--- src/rtl/ltr_pkg.sv ---
// ----------------------------------------------------------------------------
// ltr_pkg
// shared widths, character codes, kind and phase codes and character classes
// for the lexer token recognizer
// ----------------------------------------------------------------------------
`default_nettype none

package ltr_pkg;

    localparam int KIND_W  = 3;
    localparam int CHAR_W  = 8;
    localparam int PHASE_W = 3;
    localparam int LEN_W   = 16;

    typedef logic [KIND_W-1:0]  kind_t;
    typedef logic [CHAR_W-1:0]  char_t;
    typedef logic [PHASE_W-1:0] phase_t;
    typedef logic [LEN_W-1:0]   len_t;

    // token kinds
    localparam kind_t KIND_STRING  = 3'd0;
    localparam kind_t KIND_IDENT   = 3'd1;
    localparam kind_t KIND_SPACE   = 3'd2;
    localparam kind_t KIND_NEWLINE = 3'd3;
    localparam kind_t KIND_NUMBER  = 3'd4;

    // string phases
    localparam phase_t PH_STR_BODY   = 3'd0;
    localparam phase_t PH_STR_ESCAPE = 3'd1;
    // number phases
    localparam phase_t PH_NUM_SIGN  = 3'd0;
    localparam phase_t PH_NUM_POINT = 3'd1;
    localparam phase_t PH_NUM_INT   = 3'd2;
    localparam phase_t PH_NUM_FRAC  = 3'd3;

    // characters
    localparam char_t CH_QUOTE  = 8'h22;
    localparam char_t CH_BSLASH = 8'h5C;
    localparam char_t CH_NL     = 8'h0A;
    localparam char_t CH_MINUS  = 8'h2D;
    localparam char_t CH_POINT  = 8'h2E;
    localparam char_t CH_UNDER  = 8'h5F;
    localparam char_t CH_SPACE  = 8'h20;
    localparam char_t CH_TAB    = 8'h09;
    localparam char_t CH_0      = 8'h30;
    localparam char_t CH_9      = 8'h39;
    localparam char_t CH_LC_A   = 8'h61;
    localparam char_t CH_LC_Z   = 8'h7A;
    localparam char_t CH_UC_A   = 8'h41;
    localparam char_t CH_UC_Z   = 8'h5A;

    function automatic logic is_digit(input char_t c);
        return (c >= CH_0) && (c <= CH_9);
    endfunction

    function automatic logic is_alpha(input char_t c);
        return ((c >= CH_LC_A) && (c <= CH_LC_Z)) ||
               ((c >= CH_UC_A) && (c <= CH_UC_Z)) || (c == CH_UNDER);
    endfunction

    function automatic logic is_blank(input char_t c);
        return (c == CH_SPACE) || (c == CH_TAB);
    endfunction

endpackage

`default_nettype wire

--- src/rtl/ltr_in_if.sv ---
// ----------------------------------------------------------------------------
// ltr_in_if
// character channel into the token recognizer
// ----------------------------------------------------------------------------
`default_nettype none

interface ltr_in_if;
    logic                valid;
    logic                ready;
    logic                start_req;
    ltr_pkg::kind_t      token_kind;
    ltr_pkg::char_t      char_code;
    logic                end_of_text;

    modport source (
        output valid, start_req, token_kind, char_code, end_of_text,
        input  ready
    );
    modport sink (
        input  valid, start_req, token_kind, char_code, end_of_text,
        output ready
    );
endinterface

`default_nettype wire

--- src/rtl/ltr_out_if.sv ---
// ----------------------------------------------------------------------------
// ltr_out_if
// match length channel out of the token recognizer
// ----------------------------------------------------------------------------
`default_nettype none

interface ltr_out_if;
    logic           valid;
    logic           ready;
    ltr_pkg::len_t  match_length;

    modport source (
        output valid, match_length,
        input  ready
    );
    modport sink (
        input  valid, match_length,
        output ready
    );
endinterface

`default_nettype wire

--- src/rtl/lexer_token_recognizer.sv ---
// ----------------------------------------------------------------------------
// lexer_token_recognizer
// streaming token length recognizer; while out_ch does not stall, one character per cycle
// ----------------------------------------------------------------------------
// usage:
//   in_ch carries one character (or end-of-text mark) per item; an item with
//   start_req set opens a match attempt of kind token_kind at that character.
//   out_ch carries one match_length item per decided attempt, 0 = no match.
//   items outside an attempt, and characters after the decision, give nothing.
// timing:
//   an accepted item lands in the input register; the state update then runs
//   on it and loads the result register, from which the result is shown. one
//   item per cycle is sustained while out_ch does not stall, as the state
//   update between the two registers is combinational.
// stall:
//   while out_ch is stalled with a result waiting, one more item is held in
//   the input register; in_ch.ready drops only when both registers are full.
// reset:
//   rst_n clears the attempt state and both valid flags; no result is pending
//   and no attempt is active after reset.
// ----------------------------------------------------------------------------
`default_nettype none

module lexer_token_recognizer #(
    parameter int MAX_LENGTH_BITS = 16
) (
    input  wire     clk,
    input  wire     rst_n,
    ltr_in_if.sink  in_ch,
    ltr_out_if.source out_ch
);

    // counter width: the length saturates at min(2^bits - 1, 65535)
    localparam int CNT_W = (MAX_LENGTH_BITS < ltr_pkg::LEN_W) ?
                           MAX_LENGTH_BITS : ltr_pkg::LEN_W;
    localparam logic [CNT_W-1:0] CNT_MAX = {CNT_W{1'b1}};
    localparam logic [CNT_W-1:0] CNT_ONE = CNT_W'(1);

    // input register
    logic                 in_valid_reg;
    logic                 start_reg;
    ltr_pkg::kind_t       kind_in_reg;
    ltr_pkg::char_t       char_reg;
    logic                 eot_reg;

    // attempt state
    logic                 attempt_active_reg, attempt_active_next;
    ltr_pkg::kind_t       kind_held_reg, kind_held_next;
    ltr_pkg::phase_t      phase_reg, phase_next;
    logic [CNT_W-1:0]     count_reg, count_next;

    // result register
    logic                 out_valid_reg;
    ltr_pkg::len_t        out_len_reg;

    logic                 stage_go;
    logic                 res_valid;
    logic [CNT_W-1:0]     res_len;
    logic [CNT_W-1:0]     count_inc;

    assign stage_go    = in_valid_reg && (!out_valid_reg || out_ch.ready);
    assign in_ch.ready = !in_valid_reg || stage_go;

    assign out_ch.valid        = out_valid_reg;
    assign out_ch.match_length = out_len_reg;

    always_ff @(posedge clk or negedge rst_n)
    begin
        if (!rst_n)
        begin
            in_valid_reg <= 1'b0;
        end
        else if (in_ch.ready)
        begin
            in_valid_reg <= in_ch.valid;
        end
    end

    always_ff @(posedge clk)
    begin
        if (in_ch.valid && in_ch.ready)
        begin
            start_reg   <= in_ch.start_req;
            kind_in_reg <= in_ch.token_kind;
            char_reg    <= in_ch.char_code;
            eot_reg     <= in_ch.end_of_text;
        end
    end

    assign count_inc = (count_reg == CNT_MAX) ? count_reg : count_reg + CNT_ONE;

    always_comb
    begin
        attempt_active_next = attempt_active_reg;
        kind_held_next      = kind_held_reg;
        phase_next          = phase_reg;
        count_next          = count_reg;
        res_valid           = 1'b0;
        res_len             = '0;

        if (start_reg)
        begin
            kind_held_next      = kind_in_reg;
            phase_next          = ltr_pkg::PH_STR_BODY;
            count_next          = '0;
            attempt_active_next = 1'b1;
            if (eot_reg)
            begin
                attempt_active_next = 1'b0;
                res_valid           = 1'b1;
            end
            else
            begin
                unique case (kind_in_reg)
                    ltr_pkg::KIND_STRING:
                    begin
                        if (char_reg != ltr_pkg::CH_QUOTE)
                        begin
                            attempt_active_next = 1'b0;
                            res_valid           = 1'b1;
                        end
                        else
                        begin
                            count_next = CNT_ONE;
                        end
                    end
                    ltr_pkg::KIND_IDENT:
                    begin
                        if (!ltr_pkg::is_alpha(char_reg))
                        begin
                            attempt_active_next = 1'b0;
                            res_valid           = 1'b1;
                        end
                        else
                        begin
                            count_next = CNT_ONE;
                        end
                    end
                    ltr_pkg::KIND_SPACE:
                    begin
                        if (!ltr_pkg::is_blank(char_reg))
                        begin
                            attempt_active_next = 1'b0;
                            res_valid           = 1'b1;
                        end
                        else
                        begin
                            count_next = CNT_ONE;
                        end
                    end
                    ltr_pkg::KIND_NEWLINE:
                    begin
                        attempt_active_next = 1'b0;
                        res_valid           = 1'b1;
                        res_len = (char_reg == ltr_pkg::CH_NL) ? CNT_ONE : '0;
                    end
                    ltr_pkg::KIND_NUMBER:
                    begin
                        // sign, leading point or first digit all count one
                        if (char_reg == ltr_pkg::CH_MINUS)
                        begin
                            count_next = CNT_ONE;
                        end
                        else if (char_reg == ltr_pkg::CH_POINT)
                        begin
                            phase_next = ltr_pkg::PH_NUM_POINT;
                            count_next = CNT_ONE;
                        end
                        else if (ltr_pkg::is_digit(char_reg))
                        begin
                            phase_next = ltr_pkg::PH_NUM_INT;
                            count_next = CNT_ONE;
                        end
                        else
                        begin
                            attempt_active_next = 1'b0;
                            res_valid           = 1'b1;
                        end
                    end
                    default:
                    begin
                        attempt_active_next = 1'b0;
                        res_valid           = 1'b1;
                    end
                endcase
            end
        end
        else if (attempt_active_reg)
        begin
            unique case (kind_held_reg)
                ltr_pkg::KIND_STRING:
                begin
                    priority if (eot_reg)
                    begin
                        attempt_active_next = 1'b0;
                        res_valid           = 1'b1;
                    end
                    else if (phase_reg == ltr_pkg::PH_STR_ESCAPE)
                    begin
                        phase_next = ltr_pkg::PH_STR_BODY;
                        count_next = count_inc;
                    end
                    else if (char_reg == ltr_pkg::CH_BSLASH)
                    begin
                        phase_next = ltr_pkg::PH_STR_ESCAPE;
                        count_next = count_inc;
                    end
                    else if (char_reg == ltr_pkg::CH_QUOTE)
                    begin
                        attempt_active_next = 1'b0;
                        res_valid           = 1'b1;
                        res_len             = count_inc;
                    end
                    else if (char_reg == ltr_pkg::CH_NL)
                    begin
                        attempt_active_next = 1'b0;
                        res_valid           = 1'b1;
                    end
                    else
                    begin
                        count_next = count_inc;
                    end
                end
                ltr_pkg::KIND_IDENT:
                begin
                    if (eot_reg || !(ltr_pkg::is_alpha(char_reg) ||
                                     ltr_pkg::is_digit(char_reg)))
                    begin
                        attempt_active_next = 1'b0;
                        res_valid           = 1'b1;
                        res_len             = count_reg;
                    end
                    else
                    begin
                        count_next = count_inc;
                    end
                end
                ltr_pkg::KIND_SPACE:
                begin
                    if (eot_reg || !ltr_pkg::is_blank(char_reg))
                    begin
                        attempt_active_next = 1'b0;
                        res_valid           = 1'b1;
                        res_len             = count_reg;
                    end
                    else
                    begin
                        count_next = count_inc;
                    end
                end
                ltr_pkg::KIND_NUMBER:
                begin
                    unique case (phase_reg)
                        ltr_pkg::PH_NUM_SIGN:
                        begin
                            priority if (eot_reg)
                            begin
                                attempt_active_next = 1'b0;
                                res_valid           = 1'b1;
                            end
                            else if (char_reg == ltr_pkg::CH_POINT)
                            begin
                                phase_next = ltr_pkg::PH_NUM_POINT;
                                count_next = count_inc;
                            end
                            else if (ltr_pkg::is_digit(char_reg))
                            begin
                                phase_next = ltr_pkg::PH_NUM_INT;
                                count_next = count_inc;
                            end
                            else
                            begin
                                attempt_active_next = 1'b0;
                                res_valid           = 1'b1;
                            end
                        end
                        ltr_pkg::PH_NUM_POINT:
                        begin
                            // a digit must follow a leading point
                            if (eot_reg || !ltr_pkg::is_digit(char_reg))
                            begin
                                attempt_active_next = 1'b0;
                                res_valid           = 1'b1;
                            end
                            else
                            begin
                                phase_next = ltr_pkg::PH_NUM_FRAC;
                                count_next = count_inc;
                            end
                        end
                        ltr_pkg::PH_NUM_INT:
                        begin
                            priority if (eot_reg)
                            begin
                                attempt_active_next = 1'b0;
                                res_valid           = 1'b1;
                                res_len             = count_reg;
                            end
                            else if (char_reg == ltr_pkg::CH_POINT)
                            begin
                                phase_next = ltr_pkg::PH_NUM_FRAC;
                                count_next = count_inc;
                            end
                            else if (!ltr_pkg::is_digit(char_reg))
                            begin
                                attempt_active_next = 1'b0;
                                res_valid           = 1'b1;
                                res_len             = count_reg;
                            end
                            else
                            begin
                                count_next = count_inc;
                            end
                        end
                        default:
                        begin
                            if (eot_reg || !ltr_pkg::is_digit(char_reg))
                            begin
                                attempt_active_next = 1'b0;
                                res_valid           = 1'b1;
                                res_len             = count_reg;
                            end
                            else
                            begin
                                count_next = count_inc;
                            end
                        end
                    endcase
                end
                default:
                begin
                    // kinds that never run past the start character
                    attempt_active_next = 1'b0;
                end
            endcase
        end
    end

    always_ff @(posedge clk or negedge rst_n)
    begin
        if (!rst_n)
        begin
            attempt_active_reg <= 1'b0;
            kind_held_reg      <= '0;
            phase_reg          <= '0;
            count_reg          <= '0;
        end
        else if (stage_go)
        begin
            attempt_active_reg <= attempt_active_next;
            kind_held_reg      <= kind_held_next;
            phase_reg          <= phase_next;
            count_reg          <= count_next;
        end
    end

    always_ff @(posedge clk or negedge rst_n)
    begin
        if (!rst_n)
        begin
            out_valid_reg <= 1'b0;
        end
        else if (stage_go && res_valid)
        begin
            out_valid_reg <= 1'b1;
        end
        else if (out_ch.ready)
        begin
            out_valid_reg <= 1'b0;
        end
    end

    always_ff @(posedge clk)
    begin
        if (stage_go && res_valid)
        begin
            out_len_reg <= ltr_pkg::LEN_W'(res_len);
        end
    end

    // a new result only comes from an item held in the input register
    a_result_source: assert property (@(posedge clk) disable iff (!rst_n)
        $rose(out_valid_reg) |-> $past(in_valid_reg))
        else $error("result appeared without a staged item");

    // a decided attempt is closed
    a_result_closes: assert property (@(posedge clk) disable iff (!rst_n)
        (stage_go && res_valid) |=> !attempt_active_reg)
        else $error("attempt still active after its result");

    // input backs up only when both registers are full and the output stalls
    a_ready_low: assert property (@(posedge clk) disable iff (!rst_n)
        !in_ch.ready |-> (in_valid_reg && out_valid_reg && !out_ch.ready))
        else $error("input stalled without cause");

    // reported length never exceeds the saturation cap
    a_len_cap: assert property (@(posedge clk) disable iff (!rst_n)
        out_valid_reg |-> (out_len_reg <= ltr_pkg::LEN_W'(CNT_MAX)))
        else $error("match length above cap");

endmodule

`default_nettype wire
--- src/flat_wrapper.sv ---
// flat-port wrapper written by rule: the top's interface ports become plain ports
module lexer_token_recognizer_flat 
#(
    parameter int MAX_LENGTH_BITS = 16
)
  (clk, rst_n, in_ch_valid, in_ch_start_req, in_ch_token_kind, in_ch_char_code, in_ch_end_of_text, in_ch_ready, out_ch_valid, out_ch_match_length, out_ch_ready);
  ltr_in_if in_ch_i ();
  ltr_out_if out_ch_i ();
  input  wire clk;
  input  wire rst_n;
  input wire logic [$bits(in_ch_i.valid)-1:0] in_ch_valid;
  input wire logic [$bits(in_ch_i.start_req)-1:0] in_ch_start_req;
  input wire logic [$bits(in_ch_i.token_kind)-1:0] in_ch_token_kind;
  input wire logic [$bits(in_ch_i.char_code)-1:0] in_ch_char_code;
  input wire logic [$bits(in_ch_i.end_of_text)-1:0] in_ch_end_of_text;
  output wire logic [$bits(in_ch_i.ready)-1:0] in_ch_ready;
  output wire logic [$bits(out_ch_i.valid)-1:0] out_ch_valid;
  output wire logic [$bits(out_ch_i.match_length)-1:0] out_ch_match_length;
  input wire logic [$bits(out_ch_i.ready)-1:0] out_ch_ready;
  assign in_ch_i.valid = in_ch_valid;
  assign in_ch_i.start_req = in_ch_start_req;
  assign in_ch_i.token_kind = in_ch_token_kind;
  assign in_ch_i.char_code = in_ch_char_code;
  assign in_ch_i.end_of_text = in_ch_end_of_text;
  assign in_ch_ready = in_ch_i.ready;
  assign out_ch_valid = out_ch_i.valid;
  assign out_ch_match_length = out_ch_i.match_length;
  assign out_ch_i.ready = out_ch_ready;
  lexer_token_recognizer #(.MAX_LENGTH_BITS(MAX_LENGTH_BITS)) u_core (.clk(clk), .rst_n(rst_n), .in_ch(in_ch_i), .out_ch(out_ch_i));
endmodule
--- config.mk ---
export PLATFORM = sky130hd
export DESIGN_NAME = lexer_token_recognizer_flat
export DESIGN_NICKNAME = d
export VERILOG_FILES = /design/src/rtl/ltr_pkg.sv /design/src/rtl/ltr_in_if.sv /design/src/rtl/ltr_out_if.sv /design/src/rtl/lexer_token_recognizer.sv /design/src/flat_wrapper.sv
export SDC_FILE = /design/constraint.sdc
export NUM_CORES = 1
export LEC_CHECK = 0
export BUFFER_PORTS_ARGS = -buffer_cell sky130_fd_sc_hd__clkbuf_2
export CAP_MARGIN = 30
export CORE_MARGIN = 2
export CORE_UTILIZATION = 40
export CTS_CLUSTER_SIZE = 30
export DETAILED_ROUTE_END_ITERATION = 8
export REMOVE_ABC_BUFFERS = 1
export SYNTH_ARGS = -nofsm -noshare
export SYNTH_HDL_FRONTEND = slang
export SYNTH_SLANG_ARGS = --single-unit
--- constraint.sdc ---
create_clock -name clk -period 2.5 [get_ports clk]
set_clock_uncertainty 0.15 [all_clocks]
set_input_delay 0.125 -clock clk [delete_from_list [all_inputs] [get_ports clk]]
set_output_delay 0.125 -clock clk [all_outputs]
set_load 0.1 [all_outputs]
### After elaboration in Yosys (flattened, before gate mapping)

Index checks and enable logic that the tools add are counted.

* add/sub/neg operators: 1
* $lt $le $gt $ge: 6
* eq/ne operators: 34
* muxes and demuxes: 103
* reductions and logical operators: 32

Operators by type and width (count)
* $mux 16: 32
* $pmux 16 s4: 3
* $mux 1: 45
* $mux 3: 15
* $eq 8x6->1 const B: 4
* $pmux 16 s2: 1
* $reduce_and 11->1: 2
* $ne 4x3->1 const B: 5
* $add 16x1->16 const B: 1
* $eq 16x16->1 const B: 1
* $eq 8x4->1 const B: 2
* $eq 8x7->1 const B: 2
* $ge 8x7->1 const B: 2
* $le 8x7->1 const B: 2
* $pmux 1 s4: 4
* $ne 5x2->1 const B: 3
* $eq 3x2->1 const B: 4
* $eq 3x1->1 const B: 3
* $logic_not 3->1: 3
* $logic_or 1x1->1: 9
* $ne 3x2->1 const B: 3
* $pmux 3 s3: 1
* $ge 8x6->1 const B: 1
* $le 8x6->1 const B: 1
* other kinds (15): 27

* flip-flop bits (word level): 54
* bits of input ports: 17
* output and inout port bits: 18
* logic and storage cells: 187

### Depth between registers and ports, before layout

* depth in word-level cells: 13
* mapped depth: 9
* gate-level depth less buffers: 8

### Worst setup path after synthesis

OpenSTA, ideal clock, no wires.

* path type: register -> register
* start point: reg u_core.out_valid_reg, in the netlist u_core.out_ch.valid
* end point: reg u_core.char_reg[0], enable pin
* setup time: 0.305 ns
* data arrival time: 2.312 ns
* required time: 2.045 ns
* slack: -0.267 ns
* stages on the path, launching flop included: 4
* buffers on the path: 0
* clock period less this slack: 2.767 ns
* cells stage by stage: dfrtp_1 -> nor2b_1 -> nand2_1 -> and2_1

* longest elaborated chain between the ends: 5

Ends and longest elaborated chain
* start, declared: RTL line lexer_token_recognizer.sv:53 `logic out_valid_reg;`
* start signal, assigned: RTL line lexer_token_recognizer.sv:361 `out_valid_reg <= 1'b0;`
* start signal, assigned: RTL line lexer_token_recognizer.sv:365 `out_valid_reg <= 1'b1;`
* start signal, assigned: RTL line lexer_token_recognizer.sv:369 `out_valid_reg <= 1'b0;`
* $logic_not 1->1: RTL line lexer_token_recognizer.sv:61 `assign stage_go = in_valid_reg && (!out_valid_reg || out_ch.ready);`
* $logic_or 1x1->1: RTL line lexer_token_recognizer.sv:61
* $logic_and 1x1->1: RTL line lexer_token_recognizer.sv:61
* $logic_or 1x1->1: RTL line lexer_token_recognizer.sv:62 `assign in_ch.ready = !in_valid_reg || stage_go;`
* via in_ch_ready: RTL line flat_wrapper.sv:16 `output wire logic [$bits(in_ch_i.ready)-1:0] in_ch_ready;`
* $logic_and 1x1->1: RTL line lexer_token_recognizer.sv:81 `if (in_ch.valid && in_ch.ready)`
* end signal, assigned: RTL line lexer_token_recognizer.sv:85 `char_reg <= in_ch.char_code;`
* end, declared: RTL line lexer_token_recognizer.sv:43 `ltr_pkg::char_t char_reg;`

The timed path passes the listed nets, and every way through them passes these cells.
A chain may end at the register's enable or synchronous reset.

### Worst setup path after layout

* start point: reg u_core.char_reg[6]
* end point: reg u_core.out_len_reg[2], in the netlist u_core.out_ch.match_length[2], enable pin

* longest elaborated chain between the ends: 12
* elaborated cells between the ends (all ways): 50
* classes of those cells: order compare (6); eq/ne (9); mux (21); reduce/logical (14)

Ends and longest elaborated chain
* $ge 8x7->1, or another cell as far along: RTL line ltr_pkg.sv:57 `return ((c >= CH_LC_A) && (c <= CH_LC_Z)) ||`
* $logic_and 1x1->1 (on tied branches): RTL line ltr_pkg.sv:57, ltr_pkg.sv:58
* $logic_or 1x1->1: RTL line ltr_pkg.sv:57
* $logic_or 1x1->1: RTL line ltr_pkg.sv:58 `((c >= CH_UC_A) && (c <= CH_UC_Z)) || (c == CH_UNDER);`
* $logic_or 1x1->1: RTL line lexer_token_recognizer.sv:226 `if (eot_reg || !(ltr_pkg::is_alpha(char_reg) ||`
* $logic_not 1->1: RTL line lexer_token_recognizer.sv:226
* $logic_or 1x1->1: RTL line lexer_token_recognizer.sv:226
* $mux 1: RTL line lexer_token_recognizer.sv:226
* $pmux 1 s4: RTL line lexer_token_recognizer.sv:190 `unique case (kind_held_reg)`
* $mux 1: RTL line lexer_token_recognizer.sv:188 `else if (attempt_active_reg)`
* $mux 1 (*): RTL line lexer_token_recognizer.sv:101 `if (start_reg)`
* $logic_and 1x1->1 (*): RTL line lexer_token_recognizer.sv:375 `if (stage_go && res_valid)`
* end signal, assigned: RTL line lexer_token_recognizer.sv:377 `out_len_reg <= ltr_pkg::LEN_W'(res_len);`
* end, declared: RTL line lexer_token_recognizer.sv:54 `ltr_pkg::len_t out_len_reg;`

Mark *: on every way between the ends. The rest lies on a longest branch, timed or not.

==> flow_metrics.py <==
metrics = {
    "timing": {
        "finalCritPeriodShare": 1.04,
        "setup_slack_ns": -0.0909,
        "min_period_ns": 2.59,
        "max_freq_mhz": 386,
        "worstMarginPinSlew_ns": 0.742,
        "rsz0062_at_grt": "true",
        "hold_viol_final": 0,
        "relSlewSlack": 0.493,
        "finalSetupViolations": 21,
        "slew_violations": 0,
    },
    "final_layout": {
        "area_growth_pct": 39.0,
        "mostFrequentLayoutCells": "buf_4, clkbuf_2, edfxtp_1",
        "final_common_cell": "buf_4",
        "fillers": 716,
        "stdcell_count": 570,
        "n_antenna_cell": 0,
        "final_layout_size_suffix_gt1_frac": 0.385,
        "nets": 486,
    },
    "floorplanning": {
        "die_area_mm2": 0.00935,
        "io_pins": 35,
        "rows": 33,
        "initial_core_util": 0.416,
        "fp.coreArea_mm2": 0.00826,
        "die_w_um": 96.7,
        "die_y_um": 96.7,
    },
    "worst_setup_path": {
        "startpoint_type": "flip-flop",
        "endpoint_kind": "flip-flop",
        "r2r_slack_ns": -0.09,
        "r2r_end": "u_core.out_ch.match_length[2]$_SDFFCE_PP0P_",
        "critPathRequiredTime_ns": 2.44,
        "critPathKind": "flip-flop to flip-flop",
        "critPathMaxFanout": 8,
        "r2r_start": "u_core.char_reg[6]$_DFFE_PP_",
        "reg2regPathDepth": 8,
        "arrival_ns": 2.53,
    },
    "routing": {
        "vias": 3438,
        "drc": 0,
        "drt_wl_total_um": 10300,
        "first_pass_iters": 5,
        "vias_per_cell": 6.03,
        "drtIter0Drc": 300,
        "antenna_left": 0,
        "avgRoutedWirePerCell_um": 18.1,
    },
    "logic_synthesis": {
        "synth_cells": 353,
        "synth_fa_ha_area_frac": 0.0182,
        "synth_simple_gate_area_share": 0.249,
        "synth_compound_area_frac": 0.247,
        "synth_warnings": 0,
        "synth_xor_area_frac": 0.00764,
        "synth_edf_count": 29,
        "ys_ff_latch": 53,
        "synth_area_leaders": "edfxtp_1, dfrtp_1, a21oi_1, nand2_1, nor2_1",
        "syn_area_per_cell_um2": 9.74,
        "synth.top_cell.area_share": 0.253,
        "synth_top_family_by_area": "simple AND/OR/NAND/NOR gates",
        "synthFlopType": "edfxtp_1",
        "ys_seq_area_frac": 0.428,
        "syn-cell-area_mm2": 0.00344,
        "synth.area.mux_share": 0.00582,
        "synthArstFlopShare": 0.453,
        "yosysUniqueCellTypes": 75,
        "yosys.area.top_type": "edfxtp_1",
    },
    "power": {
        "power_density_mw_per_mm2": 717,
        "sw_frac_of_total": 0.422,
        "p_seq_frac": 0.340,
        "internal-power_mw": 1.98,
        "power.leakage_nw": 1.87,
        "p_switching_mw": 1.45,
        "power_frac_clock": 0.155,
        "peakVddDrop_uv": 489,
        "p_comb_frac": 0.505,
    },
    "place": {
        "io_buffers": 34,
        "gp_congestion": 0.946,
        "dp.cells": 527,
        "place_ws_ns": -0.0947,
        "dp_hpwl_um": 6940,
    },
    "cts": {
        "cts_root_buf": "clkbuf_8",
        "cts_made_buffers": 5,
        "clkTransAtPathRegs_ns": 0.11,
        "worstSkewPairLatency_ns": 0.31,
        "htreeDepth": 2,
        "clkSinkCount": 53,
        "cts_buffer_depth": 2,
        "cts_tree": "done",
    },
    "grt": {
        "grt_pass1_wl_um": 16300,
        "first_global_vias": 3248,
        "antenna_found_initial": 0,
        "grt_max_degree": 25,
        "grt_overflow": 0,
        "track_usage": 0.211,
    },
    "hold_path": {
        "min_to": "u_core.out_ch.valid$_DFFE_PN0P_",
        "min_delay_path_depth": 3,
        "hold_start": "out_ch_ready",
        "min_path_type": "input port to flip-flop",
    },
    "outcome": {
        "violations": "setup timing",
        "run_status": "finished with violations",
    },
    "job": {
        "maxCapViolCount": 0,
    },
}
==> power groups by stage <==
stage / logic (mW) / clock network (mW) / registers, mW
after global placement: 1.40 / 0 / 1.17
after CTS: 1.56 / 0.534 / 1.15
after floorplan: 0.665 / 0 / 1.37
after detailed placement: 1.41 / 0 / 1.17
after global routing: 1.85 / 0.580 / 1.18
final: 1.73 / 0.532 / 1.17
==> layer usage <==
| metal | track usage | vias up | wire length (um) |
|---|---|---|---|
| li1 | - | 1605 | - |
| met1 | 0.310 | 1660 | 4660 |
| met2 | 0.328 | 156 | 4770 |
| met3 | 0.0361 | 17 | 718 |
| met4 | 0.0444 | 0 | 161 |
| met5 | 0 | - | 0 |
==> area by class of cell <==
cell class,count,area [um^2],area share
timing repair buffer,126,965,0.202
tap,105,131,0.0275
inverter,9,33.8,0.00707
clock buffer,5,68.8,0.0144
clock inverter,3,25.0,0.00524
multi-input combinational,269,2080,0.436
sequential,53,1470,0.308
==> how the worst max path moves through the flow <==
stage	startpoint	end	slack (ns)	cells after the start
2_1_floorplan	u_core.out_ch.valid$_DFFE_PN0P_	u_core.out_ch.match_length[0]$_DFFE_PP_	-0.32	4
3_3_place_gp	u_core.char_reg[0]$_DFFE_PP_	u_core.out_ch.match_length[10]$_SDFFCE_PP0P_	-0.07	6
3_5_place_dp	u_core.char_reg[6]$_DFFE_PP_	u_core.count_reg[8]$_DFFE_PN0P_	-0.09	8
4_1_cts	u_core.char_reg[6]$_DFFE_PP_	u_core.out_ch.match_length[14]$_SDFFCE_PP0P_	-0.08	9
5_1_grt	u_core.char_reg[6]$_DFFE_PP_	u_core.out_ch.match_length[2]$_SDFFCE_PP0P_	-0.16	8
6_report	u_core.char_reg[6]$_DFFE_PP_	u_core.out_ch.match_length[2]$_SDFFCE_PP0P_	-0.09	8
==> critical path, stage by stage, from the launching register on <==
cell	delay, ns
edfxtp_1	0.41
buf_4	0.15
or4_4	0.52
a211oi_4	0.21
o41a_4	0.18
o21ai_1	0.06
nand3b_1	0.21
a22o_4	0.32
clkbuf_16	0.17
==> kinds of logic (layout without fill, tap and decap cells) <==
kind of cell / count (synthesis) / after routing
mux: 2 / 2
simple gates: 146 / 147
flops: 53 / 53
fa+ha+maj: 5 / 5
buf+inv: 32 / 143
compound gates: 112 / 112
xor+xnor: 3 / 3
==> what timing repair did <==
action | in CTS | in global routing
setup buffers | 13 | 3
setup endpoints to repair | 33 | 52
hold buffers | 16 | 0
hold endpoints to repair | 38 | 0
gates cloned | 0 | 3
pin swaps | 23 | 28
gates resized for setup | 29 | 29
==> cells in the mapped netlist (3+ instances only) <==
cell type	instances
inv_1	9
clkbuf_1	12
edfxtp_1	29
a211oi_2	5
nor3b_1	4
buf_2	7
nand3b_1	5
o21ai_0	11
nor4_1	4
o311ai_1	8
or3_1	8
o211ai_1	11
nor3_2	3
o21ai_1	9
buf_6	3
and3_1	11
o221a_2	3
dfrtp_1	24
and2_1	5
or4_1	4
nand4b_1	3
nor2_1	23
nand2b_1	7
ha_1	5
nor3_1	7
a21oi_1	22
nand4_1	3
nand3_1	15
nand2_1	28
a31oi_1	9
a211oi_1	3
==> per-stage QoR <==
step                      setup TNS [ns]  utilization  cell area [um^2]  total power, mW  hold WS [ns]
after detailed placement           -1.94        0.493              4070             2.58        0.0601
final                              -1.42        0.579              4780             3.43        0.0928
after floorplan                    -9.46            -              3320             2.03        -0.321
after global placement             -1.38        0.493              4070             2.57        0.0646
after CTS                          -1.43        0.554              4580             3.25        0.0951
after global routing               -3.96        0.579              4780             3.61         0.105
No activity file was read; power rests on OpenSTA's default activity.
